`src/cvaa_pkg.sv`:
```
`default_nettype none
package cvaa_pkg;

  // Fixed widths of the stream fields
  localparam int unsigned FIELD_W = 32;
  localparam int unsigned POS_W   = 8;
  localparam int unsigned EXT_W   = 64;

  localparam int unsigned IN_TDATA_W  = 2 * FIELD_W;
  localparam int unsigned OUT_TDATA_W = 2 * FIELD_W + POS_W;

  // Step control from the pipeline to the minimum tracker
  typedef struct packed {
    logic advance;
    logic last;
  } step_ctrl_t;

endpackage
`default_nettype wire

```
`src/inf_cost_vector_add_argmin.sv`:
```
`default_nettype none
// Channel  Dir  Handshake          Payload
// in_      in   in_tvalid/tready   tdata: cost, addend; tlast: last
// out_     out  out_tvalid/tready  tdata: sum, min_cost, min_position;
//                                  tuser: overflow; tlast: done_res
//
// One item per cycle sustained while out_tready holds; a taken item is held in the input
// register and its result captured in the result register. The rate is set by the single
// stage that holds the saturating add and the signed compare against the running minimum.
// Synchronous active-low reset empties both registers and sets the running
// minimum to infinity, its position and the element count to zero.
// A stalled output holds its result; the input register keeps taking items
// while the output register is being drained in the same cycle.
module inf_cost_vector_add_argmin #(
  parameter int unsigned COST_WIDTH = 32,
  parameter int unsigned MAX_LENGTH = 256
) (
  input  wire logic                                clk,
  input  wire logic                                rst_n,
  input  wire logic                                in_tvalid,
  output logic                                     in_tready,
  input  wire logic [cvaa_pkg::IN_TDATA_W-1:0]     in_tdata,  // cost[31:0], addend[63:32]
  input  wire logic                                in_tlast,
  output logic                                     out_tvalid,
  input  wire logic                                out_tready,
  output logic      [cvaa_pkg::OUT_TDATA_W-1:0]    out_tdata, // sum, min_cost, min_position
  output logic                                     out_tuser, // overflow
  output logic                                     out_tlast
);

  localparam int unsigned FW    = cvaa_pkg::FIELD_W;
  localparam int unsigned IDX_W = $clog2(MAX_LENGTH);

  // Input register
  logic                  s1_valid_r, s1_valid_nxt;
  logic [FW-1:0]         s1_cost_r;
  logic [FW-1:0]         s1_addend_r;
  logic                  s1_last_r;

  // Result register
  logic                  out_valid_r, out_valid_nxt;
  logic [FW-1:0]         out_sum_r;
  logic [FW-1:0]         out_min_r;
  logic [cvaa_pkg::POS_W-1:0] out_pos_r;
  logic                  out_ovf_r;
  logic                  out_last_r;

  logic                  in_acc;
  logic                  s1_adv;

  logic [cvaa_pkg::EXT_W-1:0] cost_ext, addend_ext, sum_ext, min_ext, pos_ext;
  logic [COST_WIDTH-1:0]      cost_w, addend_w, sum_w, min_w;
  logic [IDX_W-1:0]           pos_w;
  logic                       ovf_w;
  cvaa_pkg::step_ctrl_t       ctrl;

  // Advance the held item whenever the result register is empty or draining
  assign s1_adv    = s1_valid_r && (!out_valid_r || out_tready);
  assign in_tready = !s1_valid_r || s1_adv;
  assign in_acc    = in_tvalid && in_tready;

  // Sign-extend the 32-bit operands, then take the cost width
  assign cost_ext   = cvaa_pkg::EXT_W'($signed(s1_cost_r));
  assign addend_ext = cvaa_pkg::EXT_W'($signed(s1_addend_r));
  assign cost_w     = cost_ext[COST_WIDTH-1:0];
  assign addend_w   = addend_ext[COST_WIDTH-1:0];

  cvaa_sat_add #(
    .COST_WIDTH (COST_WIDTH)
  ) u_add (
    .cost     (cost_w),
    .addend   (addend_w),
    .sum      (sum_w),
    .overflow (ovf_w)
  );

  assign ctrl.advance = s1_adv;
  assign ctrl.last    = s1_last_r;

  cvaa_min_track #(
    .COST_WIDTH (COST_WIDTH),
    .MAX_LENGTH (MAX_LENGTH)
  ) u_track (
    .clk          (clk),
    .rst_n        (rst_n),
    .ctrl         (ctrl),
    .sum          (sum_w),
    .min_cost     (min_w),
    .min_position (pos_w)
  );

  // Results carry the low bits of the cost-width values
  assign sum_ext = cvaa_pkg::EXT_W'(sum_w);
  assign min_ext = cvaa_pkg::EXT_W'(min_w);
  assign pos_ext = cvaa_pkg::EXT_W'(pos_w);

  always_comb begin
    s1_valid_nxt = s1_valid_r;
    if (in_acc) begin
      s1_valid_nxt = 1'b1;
    end else if (s1_adv) begin
      s1_valid_nxt = 1'b0;
    end
    out_valid_nxt = out_valid_r;
    if (s1_adv) begin
      out_valid_nxt = 1'b1;
    end else if (out_tready) begin
      out_valid_nxt = 1'b0;
    end
  end

  always_ff @(posedge clk) begin
    if (!rst_n) begin
      s1_valid_r  <= 1'b0;
      out_valid_r <= 1'b0;
    end else begin
      s1_valid_r  <= s1_valid_nxt;
      out_valid_r <= out_valid_nxt;
    end
  end

  // Hold the item until it moves on
  always_ff @(posedge clk) begin
    if (in_acc) begin
      s1_cost_r   <= in_tdata[FW-1:0];
      s1_addend_r <= in_tdata[2*FW-1:FW];
      s1_last_r   <= in_tlast;
    end
  end

  // Capture the result; minimum fields read zero except on the last element
  always_ff @(posedge clk) begin
    if (s1_adv) begin
      out_sum_r  <= sum_ext[FW-1:0];
      out_ovf_r  <= ovf_w;
      out_last_r <= s1_last_r;
      out_min_r  <= s1_last_r ? min_ext[FW-1:0] : '0;
      out_pos_r  <= s1_last_r ? pos_ext[cvaa_pkg::POS_W-1:0] : '0;
    end
  end

  assign out_tvalid = out_valid_r;
  assign out_tdata  = {out_pos_r, out_min_r, out_sum_r};
  assign out_tuser  = out_ovf_r;
  assign out_tlast  = out_last_r;

  a_min_only_last: assert property (@(posedge clk) disable iff (!rst_n)
    out_valid_r && !out_last_r |-> (out_min_r == '0) && (out_pos_r == '0))
    else $error("minimum reported on an element that is not last");

  a_empty_ready: assert property (@(posedge clk) disable iff (!rst_n)
    !s1_valid_r |-> in_tready)
    else $error("input stalled with empty input register");

  a_adv_fills: assert property (@(posedge clk) disable iff (!rst_n)
    s1_adv |=> out_valid_r)
    else $error("advanced item lost before the result register");

endmodule
`default_nettype wire

```
`src/cvaa_sat_add.sv`:
```
`default_nettype none
module cvaa_sat_add #(
  parameter int unsigned COST_WIDTH = 32
) (
  input  wire logic [COST_WIDTH-1:0] cost,
  input  wire logic [COST_WIDTH-1:0] addend,
  output logic      [COST_WIDTH-1:0] sum,
  output logic                       overflow
);

  localparam logic [COST_WIDTH-1:0] CINF = {1'b0, {(COST_WIDTH-1){1'b1}}};
  localparam logic [COST_WIDTH-1:0] CMIN = {1'b1, {(COST_WIDTH-1){1'b0}}};

  logic [COST_WIDTH-1:0] raw;
  logic                  sign_flip;

  assign raw       = cost + addend;
  assign sign_flip = (cost[COST_WIDTH-1] == addend[COST_WIDTH-1]) &&
                     (raw[COST_WIDTH-1] != cost[COST_WIDTH-1]);

  always_comb begin
    sum      = raw;
    overflow = 1'b0;
    if ((cost == CINF) || (addend == CINF)) begin
      sum = CINF;
    end else if (sign_flip) begin
      // saturate towards the sign of the operands
      sum      = cost[COST_WIDTH-1] ? CMIN : CINF;
      overflow = 1'b1;
    end else if (raw == CINF) begin
      overflow = 1'b1;
    end
  end

endmodule
`default_nettype wire

```
`src/cvaa_min_track.sv`:
```
`default_nettype none
module cvaa_min_track #(
  parameter int unsigned COST_WIDTH = 32,
  parameter int unsigned MAX_LENGTH = 256
) (
  input  wire logic                              clk,
  input  wire logic                              rst_n,
  input  wire cvaa_pkg::step_ctrl_t              ctrl,
  input  wire logic [COST_WIDTH-1:0]             sum,
  output logic      [COST_WIDTH-1:0]             min_cost,
  output logic      [$clog2(MAX_LENGTH)-1:0]     min_position
);

  localparam int unsigned IDX_W = $clog2(MAX_LENGTH);
  localparam logic [COST_WIDTH-1:0] CINF = {1'b0, {(COST_WIDTH-1){1'b1}}};
  localparam logic [IDX_W-1:0] IDX_LAST = IDX_W'(MAX_LENGTH - 1);

  logic [COST_WIDTH-1:0] run_min_r, run_min_nxt;
  logic [IDX_W-1:0]      run_pos_r, run_pos_nxt;
  logic [IDX_W-1:0]      count_r, count_nxt;
  logic                  take;

  assign take = $signed(sum) < $signed(run_min_r);

  // minimum including the current element
  assign min_cost     = take ? sum : run_min_r;
  assign min_position = take ? count_r : run_pos_r;

  always_comb begin
    run_min_nxt = run_min_r;
    run_pos_nxt = run_pos_r;
    count_nxt   = count_r;
    if (ctrl.advance) begin
      if (ctrl.last) begin
        run_min_nxt = CINF;
        run_pos_nxt = '0;
        count_nxt   = '0;
      end else begin
        run_min_nxt = min_cost;
        run_pos_nxt = min_position;
        count_nxt   = (count_r == IDX_LAST) ? '0 : count_r + 1'b1;
      end
    end
  end

  always_ff @(posedge clk) begin
    if (!rst_n) begin
      run_min_r <= CINF;
      run_pos_r <= '0;
      count_r   <= '0;
    end else begin
      run_min_r <= run_min_nxt;
      run_pos_r <= run_pos_nxt;
      count_r   <= count_nxt;
    end
  end

  a_last_clears: assert property (@(posedge clk) disable iff (!rst_n)
    ctrl.advance && ctrl.last |=> (count_r == '0) && (run_min_r == CINF) && (run_pos_r == '0))
    else $error("running state not cleared after last element");

  a_idle_holds: assert property (@(posedge clk) disable iff (!rst_n)
    !ctrl.advance |=> $stable(count_r) && $stable(run_min_r) && $stable(run_pos_r))
    else $error("running state moved without an element");

  a_pos_inf: assert property (@(posedge clk) disable iff (!rst_n)
    (run_min_r == CINF) |-> (run_pos_r == '0))
    else $error("minimum position set while the minimum is still infinite");

endmodule
`default_nettype wire
```
`config.mk`:
```
export PLATFORM = sky130hd
export DESIGN_NAME = inf_cost_vector_add_argmin
export DESIGN_NICKNAME = d
export VERILOG_FILES = /design/src/cvaa_pkg.sv /design/src/inf_cost_vector_add_argmin.sv /design/src/cvaa_sat_add.sv /design/src/cvaa_min_track.sv
export SDC_FILE = /design/constraint.sdc
export NUM_CORES = 1
export LEC_CHECK = 0
export BUFFER_PORTS_ARGS = -buffer_cell sky130_fd_sc_hd__buf_2
export CAP_MARGIN = 20
export CORE_MARGIN = 2
export CORE_UTILIZATION = 25
export CTS_CLUSTER_SIZE = 30
export DETAILED_ROUTE_END_ITERATION = 8
export SLEW_MARGIN = 20
export SYNTH_ARGS = -nofsm -noshare
export SYNTH_HDL_FRONTEND = slang
export SYNTH_SLANG_ARGS = --single-unit
```
`constraint.sdc`:
```
create_clock -name clk -period 15.2 [get_ports clk]
set_input_delay 0.76 -clock clk [delete_from_list [all_inputs] [get_ports clk]]
set_output_delay 0.76 -clock clk [all_outputs]
set_load 0.01 [all_outputs]
```
; After elaboration in Yosys (flattened, before gate mapping)
; Cells that the tools add are included.
[classes]
n_addsub = 2
order_cmp = 1
n_eq_ne = 6
muxes = 15
n_reduce_logical = 10
[ops]
columns = op, count
row1 = two-way mux 32 bit, 5
row2 = "== test 32 x 31 -> 1 bit, second input constant", 3
row3 = adder 32 bit, 1
row4 = < comparator 32 bit, 1
row5 = two-way mux 8 bit, 4
row6 = "adder 8 x 1 -> 8 bit, second input constant", 1
row7 = "== test 8 bit, second input constant", 1
row8 = two-way mux 1 bit, 6
row9 = nonzero test 2 bit, 2
row10 = logical AND 1 bit, 3
row11 = logical OR 1 bit, 3
row12 = logical NOT 1 bit, 2
row13 = == test 1 bit, 1
row14 = inequality test 1 bit, 1
[totals]
reg_bits = 189
output_inout_bits = 76

; Logic depth before layout (Yosys ltp)
; Gate-level depths: netlist (run 1).
[depth]
ltp_word = 8
mapped_depth = 24
ltp_nobuf = 20

; Modules after synthesis
; Synthesis (run 1) repeated with hierarchy kept, for this count alone.
[hier_totals]
cells_unflattened = 985
area_unflattened_um2 = 10358.7
[modules_own_cells]
columns = module, n_inst, cells_each, area_per_inst_um2, seq_area_each_um2
row1 = inf_cost_vector_add_argmin, 1, 192, 4548.1, 4214.0
row2 = cvaa_min_track, 1, 388, 3075.4, 960.9
row3 = cvaa_sat_add, 1, 405, 2735.1, 0.0

; Worst setup path before layout (run 1)
; No wires, ideal clock.
[synth_timing]
path_kind = register to register
start = reg s1_cost_r[0] (netlist: cost_w[0])
end = reg out_min_r[10] (data pin)
setup_time_ps = 174
arrival_time_ps = 5254
required_ps = 15026
path_slack_ps = 9771
stages_incl_launch_ff = 22
synth_period_minus_slack_ps = 5429
path_cell_list = edfxtp_1 ha_1 fa_1 a211oi_1 o211ai_1 and2_1 a2111oi_1 nor4_1 a311oi_1 o21ai_0 ha_1 nand4_1 or3_1 or3_1 nor4_2 o311ai_1 nor2b_1 buf_2 a21o_1 buf_2 buf_6 a311oi_1
[synth_via]
elab_chain_cells = 7
elab_cells_between_ends = 9
[synth_lines]
columns = item, line
row1 = "start, declared", inf_cost_vector_add_argmin.sv:36  ; logic [FW-1:0] s1_cost_r;
row2 = "start signal, assigned", inf_cost_vector_add_argmin.sv:125  ; s1_cost_r <= in_tdata[FW-1:0];
row3 = adder 32 bit, cvaa_sat_add.sv:17  ; assign raw = cost + addend;
row4 = inequality test 1 bit, cvaa_sat_add.sv:19  ; (raw[COST_WIDTH-1] != cost[COST_WIDTH-1]);
row5 = logical AND 1 bit, cvaa_sat_add.sv:18  ; assign sign_flip = (cost[COST_WIDTH-1] == addend[COST_WIDTH-1]) &&
row6 = two-way mux 32 bit, cvaa_sat_add.sv:26  ; end else if (sign_flip) begin
row7 = two-way mux 32 bit *, cvaa_sat_add.sv:24  ; if ((cost == CINF) || (addend == CINF)) begin
row8 = net sum_w[28], inf_cost_vector_add_argmin.sv:52  ; logic [COST_WIDTH-1:0] cost_w, addend_w, sum_w, min_w;
row9 = < comparator 32 bit *, cvaa_min_track.sv:23  ; assign take = $signed(sum) < $signed(run_min_r);
row10 = two-way mux 32 bit *, cvaa_min_track.sv:26  ; assign min_cost = take ? sum : run_min_r;
row11 = "end signal, assigned", inf_cost_vector_add_argmin.sv:137  ; out_min_r <= s1_last_r ? min_ext[FW-1:0] : '0;
row12 = "end, declared", inf_cost_vector_add_argmin.sv:43  ; logic [FW-1:0] out_min_r;
; Mark *: on every way through the listed nets, which the timed path passes. The rest lies on a longest branch.
; A chain may end at the register's enable or synchronous reset.

; Worst setup path after layout (run 1)
[layout_timing]
start = reg s1_cost_r[0] (netlist: cost_w[0])
end = reg out_min_r[19] (data pin)
; Same word-level chain as after synthesis.

==> out/qor.csv, run 1 <==
stage;metric;value;unit
global_routing;GR Overflow Total;0;
yosys;predominant post-synthesis flop cell;edfxtp_1;
detailed_routing;DRT iter0 DRCs;709;
finish;Antenna diodes;0;
worst_setup_path;Worst Path Arrival;7.69;ns
job;max_cap viols;0;
sta;final critical-path share of the clock period;0.492;
yosys;Avg Cell Area, Syn;10.5;sq um
floorplan;die span in x;205;microns
worst_hold_path;Hold Crit Depth;1;
clocking;CTS-repair resized insts;0;
sta;worst hold slack;0.476;ns
global_routing;initial antenna violation count;0;
floorplan;core area;39700;sq um
sta;min Tclk post-route;7.48;ns
worst_setup_path;crit-path max FO;37;
pwr;Leakage Power;0.00476;uW
finish;non-filler instance count after layout;1630;
yosys;Synth area leaders;edfxtp_1, dfxtp_1, ha_1;
clocking;CTS H-tree depth;4;
sta;slew margin rel.;0.294;
worst_setup_path;Worst setup EP type;register;
worst_setup_path;worst path bufs/invs;0;
detailed_routing;DR vias;8334;
yosys;post-synthesis register bit count;189;
clocking;CTS sink cnt;189;
clocking;CTS buffer count;17;
status;outcome;finished, final reports clean;
clocking;CTS Root Cell;clkbuf_16;
clocking;CTS Hold Buffers Added;0;
yosys;Netlist Area Pre-Place;10100;sq um
global_routing;vias in the first global route;7863;
sta;Final Hold Fails;0;
clocking;TritonCTS clock tree;yes;
finish;area delta synth->final;18.5;%
pwr;Max rail drop VDD;0.0000814;V
yosys;Ys Warns;0;
yosys;Mapped Cells;962;
global_routing;largest net degree at the start of global routing;74;
detailed_routing;wire per inst;18.8;microns
sta;Setup-failing EPs final;0;
clocking;clock-pin slew on the worst setup and hold paths;0.07;ns
yosys;Synth top area share;0.414;
sta;Final Max Slew Viols;0;
sta;Slew @ Worst Pin;1.06;ns
sta;fmax;134;MHz
clocking;clock latency on the worst-skew pair;0.44;ns
detailed_routing;Routed Antenna Nets;0;
detailed_routing;router iterations before antenna repair;5;
yosys;post-synth top area cell;edfxtp_1;
detailed_routing;DRC Markers;0;
worst_setup_path;R2R Path End;out_min_r[19];
placed_design;IO buf count;144;
placed_design;Placed Cells;1598;
worst_setup_path;setup slack, reg-to-reg;7.72;ns
yosys;asr flop ratio synth;0;
finish;nets;1225;
detailed_routing;Vias/cell;5.11;
pwr;Gate power share;0.255;
worst_setup_path;Worst Path Required;15.41;ns
yosys;Post-synth EDFFs;139;
worst_setup_path;Slowest Stage Delay on Critical Path;0.85;ns
pwr;Internal Power;963;uW
clocking;post-CTS setup buffers;0;
floorplan;Cell Rows;73;
floorplan;die area;41900;sq um
floorplan;Initial Util;0.254;
yosys;synth unique cells;77;
floorplan;Die Height;205;microns
yosys;register area share after synthesis;0.514;
pwr;Sequential Power Share;0.437;
worst_setup_path;family with the most delay on the worst path;compound AO/OA/AOI/OAI gates;
pwr;Net Sw Power;465;uW
floorplan;I/O Pins;145;
worst_hold_path;Hold Path Class;register to register;
worst_setup_path;critical path's slowest cell;a21boi_4;
placed_design;DP HPWL;23300;microns
global_routing;first-pass GRT wire length;46100;microns
detailed_routing;Total Wirelength;30600;microns
worst_setup_path;critical path type;register to register;
worst_setup_path;Critical Path Start Type;register;
pwr;clock power share;0.308;
sta;RSZ-0062 raised after global routing;no;
global_routing;All-Layer GR Usage;0.145;
placed_design;routability cong.;0.905;
clocking;Max Root-Sink Buffers;2;
sta;clock skew;0.0135;ns
worst_setup_path;crit path cell chain;ha_1 -> fa_1 -> a211oi_1 -> o211ai_1 -> and2_1 -> a2111oi_1 -> nor4_1 -> a311oi_1 -> o21ai_0 -> ha_1 -> nand4_1 -> or3_1 -> or3_1 -> nor4_2 -> o311ai_1 -> nor2b_1 -> a21boi_4 -> nor3_1 -> a311oi_1;
finish;share of layout cells above drive strength 1;0.188;
worst_hold_path;Hold Path End;u_track.run_pos_r[0];
yosys;Syn Nets;1095;
pwr;power per cell area;120;nW/um^2
worst_setup_path;RR Startpoint;cost_w[0];
worst_hold_path;HP Start;u_track.run_pos_r[0];
pwr;Sw Ratio;0.325;
sta;setup TNS;0;ns
worst_setup_path;worst reg2reg path depth;19;
==> state kept, by name (all words and copies together), names as in the netlist, 8 cells and up <==
name	cells
out_pos_r	8
out_min_r	32
out_sum_r	32
addend_w	32
u_track.run_min_r	32
cost_w	32
u_track.run_pos_r	8
u_track.count_r	8
==> layout make-up <==
type	instances	area [sq um]
clock buffers	22	497
clock inverters	10	85.1
repair buffers	157	818
inverters	50	188
well taps	525	657
flip-flops and latches	189	5170
fillers	4153	27800
multi-input cells	677	4520
==> cell usage after synthesis, drive strengths merged (10+ instances only) <==
cell,number
nor4,14
nand2,37
dfxtp,50
o21ai,92
xnor2,11
xor2,15
buf,16
edfxtp,139
nor2b,10
nand4,30
nand3,85
a21oi,55
a21o,13
nor2,50
ha,63
inv,50
clkbuf,30
a311oi,32
nor3,42
==> routing by layer <==
metal | wire length, microns | track usage | up-vias
met4 | 311 | 0.0311 | 0
met2 | 14100 | 0.227 | 340
li1 | - | - | 3980
met3 | 2020 | 0.0290 | 23
met5 | 0 | 0 | -
met1 | 14100 | 0.206 | 3991
==> power groups by stage <==
stage	registers, uW	clock network (uW)	logic, uW
2_1_floorplan	637	0	233
3_3_place_gp	635	0	353
3_5_place_dp	636	0	356
4_1_cts	624	451	359
5_1_grt	628	472	401
6_report	624	440	364
==> cells by family (layout without fill, tap and decap cells) <==
kind of cell	after synthesis	in the layout	synth area share
AND/OR/NAND/NOR	312	312	0.162
flip-flops	189	189	0.514
XOR/XNOR	26	26	0.0226
multiplexers	3	3	0.00298
AO/OA/AOI/OAI	272	272	0.179
buffers and inverters	96	239	0.0401
adder cells (fa/ha/maj)	64	64	0.0802
==> metrics by stage <==
stage                      util  total power [uW]  instance area, sq um  setup WS, ns
after floorplan               -               870                 10100          9.77
after global placement    0.286               988                 11400          7.85
after detailed placement  0.286               992                 11400          7.80
after CTS                 0.300              1430                 11900          7.75
after global routing      0.301              1500                 11900          7.39
final                     0.301              1430                 11900          7.72
==> worst reg2reg max path, cell delays in order (launching register included) <==
cell	delay, ns
edfxtp_1	0.41
ha_1	0.24
fa_1	0.41
a211oi_1	0.69
o211ai_1	0.25
and2_1	0.25
a2111oi_1	0.59
nor4_1	0.11
a311oi_1	0.41
o21ai_0	0.38
ha_1	0.43
nand4_1	0.09
or3_1	0.40
or3_1	0.42
nor4_2	0.36
o311ai_1	0.19
nor2b_1	0.27
a21boi_4	0.85
nor3_1	0.10
a311oi_1	0.40
==> placed cells by master (no fill, tap or decap), drive strengths merged, types with 5 or more instances in the layout <==
master and count:
o211ai 8, a211oi 9, inv 57, nor3 42, buf 157, nor2b 10, o21ai 92, nand4 30
a311oi 32, clkbuf 22, a21oi 55, nor4 14, xor2 15, nand2 37, nand3 85, o21a 6
edfxtp 139, or3 9, dfxtp 50, xnor2 11, ha 63, a22o 9, nand2b 5, nor2 50
and3 5, a21o 13
==> worst max-delay path by stage <==
stage | from | end | slack, ns | depth (start not counted)
final | cost_w[0] | out_min_r[19] | 7.72 | 19
after CTS | cost_w[0] | out_min_r[3] | 7.75 | 19
after detailed placement | cost_w[0] | out_min_r[3] | 7.80 | 19
after global routing | cost_w[0] | out_min_r[10] | 7.39 | 19
after global placement | cost_w[0] | out_min_r[3] | 7.85 | 19
after floorplan | cost_w[0] | out_min_r[10] | 9.77 | 21
No activity file was read; power rests on OpenSTA's default activity.
==> run 2, diff against run 1 <==
Clock period 15.2 ns to 6.1 ns, I/O delays scaled along.
==> run 2 against run 1 <==
Core utilization grew 1.6 points. Critical endpoint is now out_min_r[2]. Critical path type unchanged. Count of clock-buffer cells in the layout shrank 3. Highest routed layer unchanged. Hold slack lost 0.45 ns. Largest power group unchanged.
==> out/qor.csv, run 2 (synthesized netlist as in run 1, its figures left out) <==
stage;metric;value;unit;change
global_routing;largest net degree at the start of global routing;66;;was 74
placed_design;routability cong.;0.895;;was 0.905
clocking;Max Root-Sink Buffers;2;;unchanged
global_routing;first-pass GRT wire length;47800;microns;was 46100 microns
worst_hold_path;Hold Path Class;input port to register;;was register to register
sta;final critical-path share of the clock period;0.969;;was 0.492
sta;Final WS setup;0.191;ns;was 7.72 ns
detailed_routing;Vias/cell;5.05;;was 5.11
clocking;TritonCTS clock tree;yes;;unchanged
global_routing;GR Overflow Total;0;;unchanged
clocking;CTS buffer count;17;;unchanged
sta;fmax;169;MHz;was 134 MHz
sta;Final Max Slew Viols;0;;unchanged
detailed_routing;DRT iter0 DRCs;716;;was 709
sta;Final Hold Fails;0;;unchanged
job;max_cap viols;0;;unchanged
floorplan;die span in x;205;microns;unchanged
detailed_routing;wire per inst;18.6;microns;was 18.8 microns
finish;final instance area;12600;sq um;was 11900 sq um
worst_setup_path;setup slack, reg-to-reg;0.19;ns;was 7.72 ns
floorplan;Cell Rows;73;;unchanged
sta;Slew @ Worst Pin;0.987;ns;was 1.06 ns
status;outcome;finished, final reports clean;;unchanged
clocking;clock-pin slew on the worst setup and hold paths;0.08;ns;was 0.07 ns
pwr;Leakage Power;0.00508;uW;was 0.00476 uW
placed_design;IO buf count;144;;unchanged
worst_hold_path;HP Start;in_tdata[24];;was u_track.run_pos_r[0]
pwr;Max rail drop VDD;0.000210;V;was 0.0000814 V
finish;area delta synth->final;24.8;%;was 18.5%
worst_setup_path;Worst Setup SP;cost_w[2];;was cost_w[0]
sta;worst hold slack;0.0249;ns;was 0.476 ns
detailed_routing;Total Wirelength;31300;microns;was 30600 microns
finish;most common cell after layout, fill and taps aside;buf_2;;unchanged
global_routing;initial antenna violation count;0;;unchanged
worst_setup_path;crit-path max FO;18;;was 37
clocking;CTS H-tree depth;4;;unchanged
clocking;CTS Root Cell;clkbuf_16;;unchanged
floorplan;Initial Util;0.254;;unchanged
finish;nets;1279;;was 1225
placed_design;DP HPWL;24100;microns;was 23300 microns
floorplan;core area;39700;sq um;unchanged
global_routing;All-Layer GR Usage;0.149;;was 0.145
worst_setup_path;RR Startpoint;cost_w[2];;was cost_w[0]
finish;Antenna diodes;0;;unchanged
floorplan;I/O Pins;145;;unchanged
worst_setup_path;Worst Path Required;6.35;ns;was 15.41 ns
global_routing;vias in the first global route;8210;;was 7863
finish;most frequent cells in the layout;buf_2, edfxtp_1, nand3_1;;unchanged
placed_design;dpl ws;-0.0415;ns;was 7.80 ns
clocking;clock latency on the worst-skew pair;0.45;ns;was 0.44 ns
sta;slew margin rel.;0.336;;was 0.294
sta;clock skew;0.0164;ns;was 0.0135 ns
detailed_routing;Routed Antenna Nets;0;;unchanged
sta;Setup-failing EPs final;0;;unchanged
finish;share of layout cells above drive strength 1;0.244;;was 0.188
floorplan;Die Height;205;microns;unchanged
floorplan;die area;41900;sq um;unchanged
detailed_routing;DRC Markers;0;;unchanged
pwr;power per cell area;294;nW/um^2;was 120 nW/um^2
worst_setup_path;Critical Path Start Type;register;;unchanged
detailed_routing;DR vias;8500;;was 8334
sta;min Tclk post-route;5.91;ns;was 7.48 ns
clocking;CTS sink cnt;189;;unchanged
worst_setup_path;critical path type;register to register;;unchanged
worst_setup_path;Worst Path Arrival;6.16;ns;was 7.69 ns
finish;Util after Layout;0.317;;was 0.301
placed_design;Placed Area;11800;sq um;was 11400 sq um
worst_setup_path;Worst setup EP type;register;;unchanged
detailed_routing;router iterations before antenna repair;5;;unchanged
[run 2: critical path, stage by stage (launching register included)]
cell       delay [ns]
edfxtp_1         0.49
ha_4             0.35
o21ai_1          0.08
o211a_1          0.27
or4_4            0.57
a21o_1           0.21
a211o_1          0.31
o2111ai_2        0.24
xnor2_2          0.16
o21a_1           0.20
inv_1            0.10
ha_1             0.32
nand4_1          0.09
or3_1            0.40
or3_4            0.43
nor4_4           0.32
o311ai_2         0.17
nor2b_2          0.24
a21o_1           0.22
buf_4            0.22
a311oi_1         0.31
[run 2: area by class of cell]
| cell class | instances | area, sq um |
|---|---|---|
| Multi-Input combinational cell | 677 | 4690 |
| Tap cell | 525 | 657 |
| Timing Repair Buffer | 211 | 1300 |
| Clock buffer | 19 | 443 |
| Fill cell | 4100 | 27200 |
| Sequential cell | 189 | 5170 |
| Inverter | 50 | 188 |
| Clock inverter | 13 | 128 |
[run 2: what timing repair did]
| action | in CTS | in global routing |
|---|---|---|
| endpoints found under the hold margin | 0 | 0 |
| gates resized for setup | 2 | 25 |
| pin swaps | 1 | 7 |
| buffers inserted | 0 | 3 |
| endpoints found under the setup margin | 6 | 80 |
| hold buffers | 0 | 0 |
[run 2: path summary, 6_finish.rpt]
kind                          endpoint  cells after the start
setup / recovery          out_min_r[2]                     20
setup reg to reg          out_min_r[2]                     20
hold / removal              cost_w[24]                      1
hold reg to reg   u_track.run_pos_r[4]                      1
[run 2: power breakdown]
part	switching [uW]	leakage (uW)	internal [uW]
clock network	518	0.000281	584
registers	51.2	0.00174	1500
logic	635	0.00306	403
total	1200	0.00508	2490
[run 2: per-stage QoR]
step           setup TNS (ns)  total power [uW]  cells
2_1_floorplan               0              2170    962
3_3_place_gp                0              2560   1649
3_5_place_dp          -0.0415              2580   1649
4_1_cts                     0              3680   1681
5_1_grt               -0.0903              3880   1684
6_report                    0              3700   1684
[run 2: per-layer routing]
layer | global-route usage | up-vias | part of all wire
met2 | 0.238 | 301 | 0.46
li1 | - | 4088 | -
met4 | 0.0391 | 0 | 0.015
met1 | 0.210 | 4086 | 0.47
met3 | 0.0229 | 25 | 0.059
met5 | 0 | - | 0
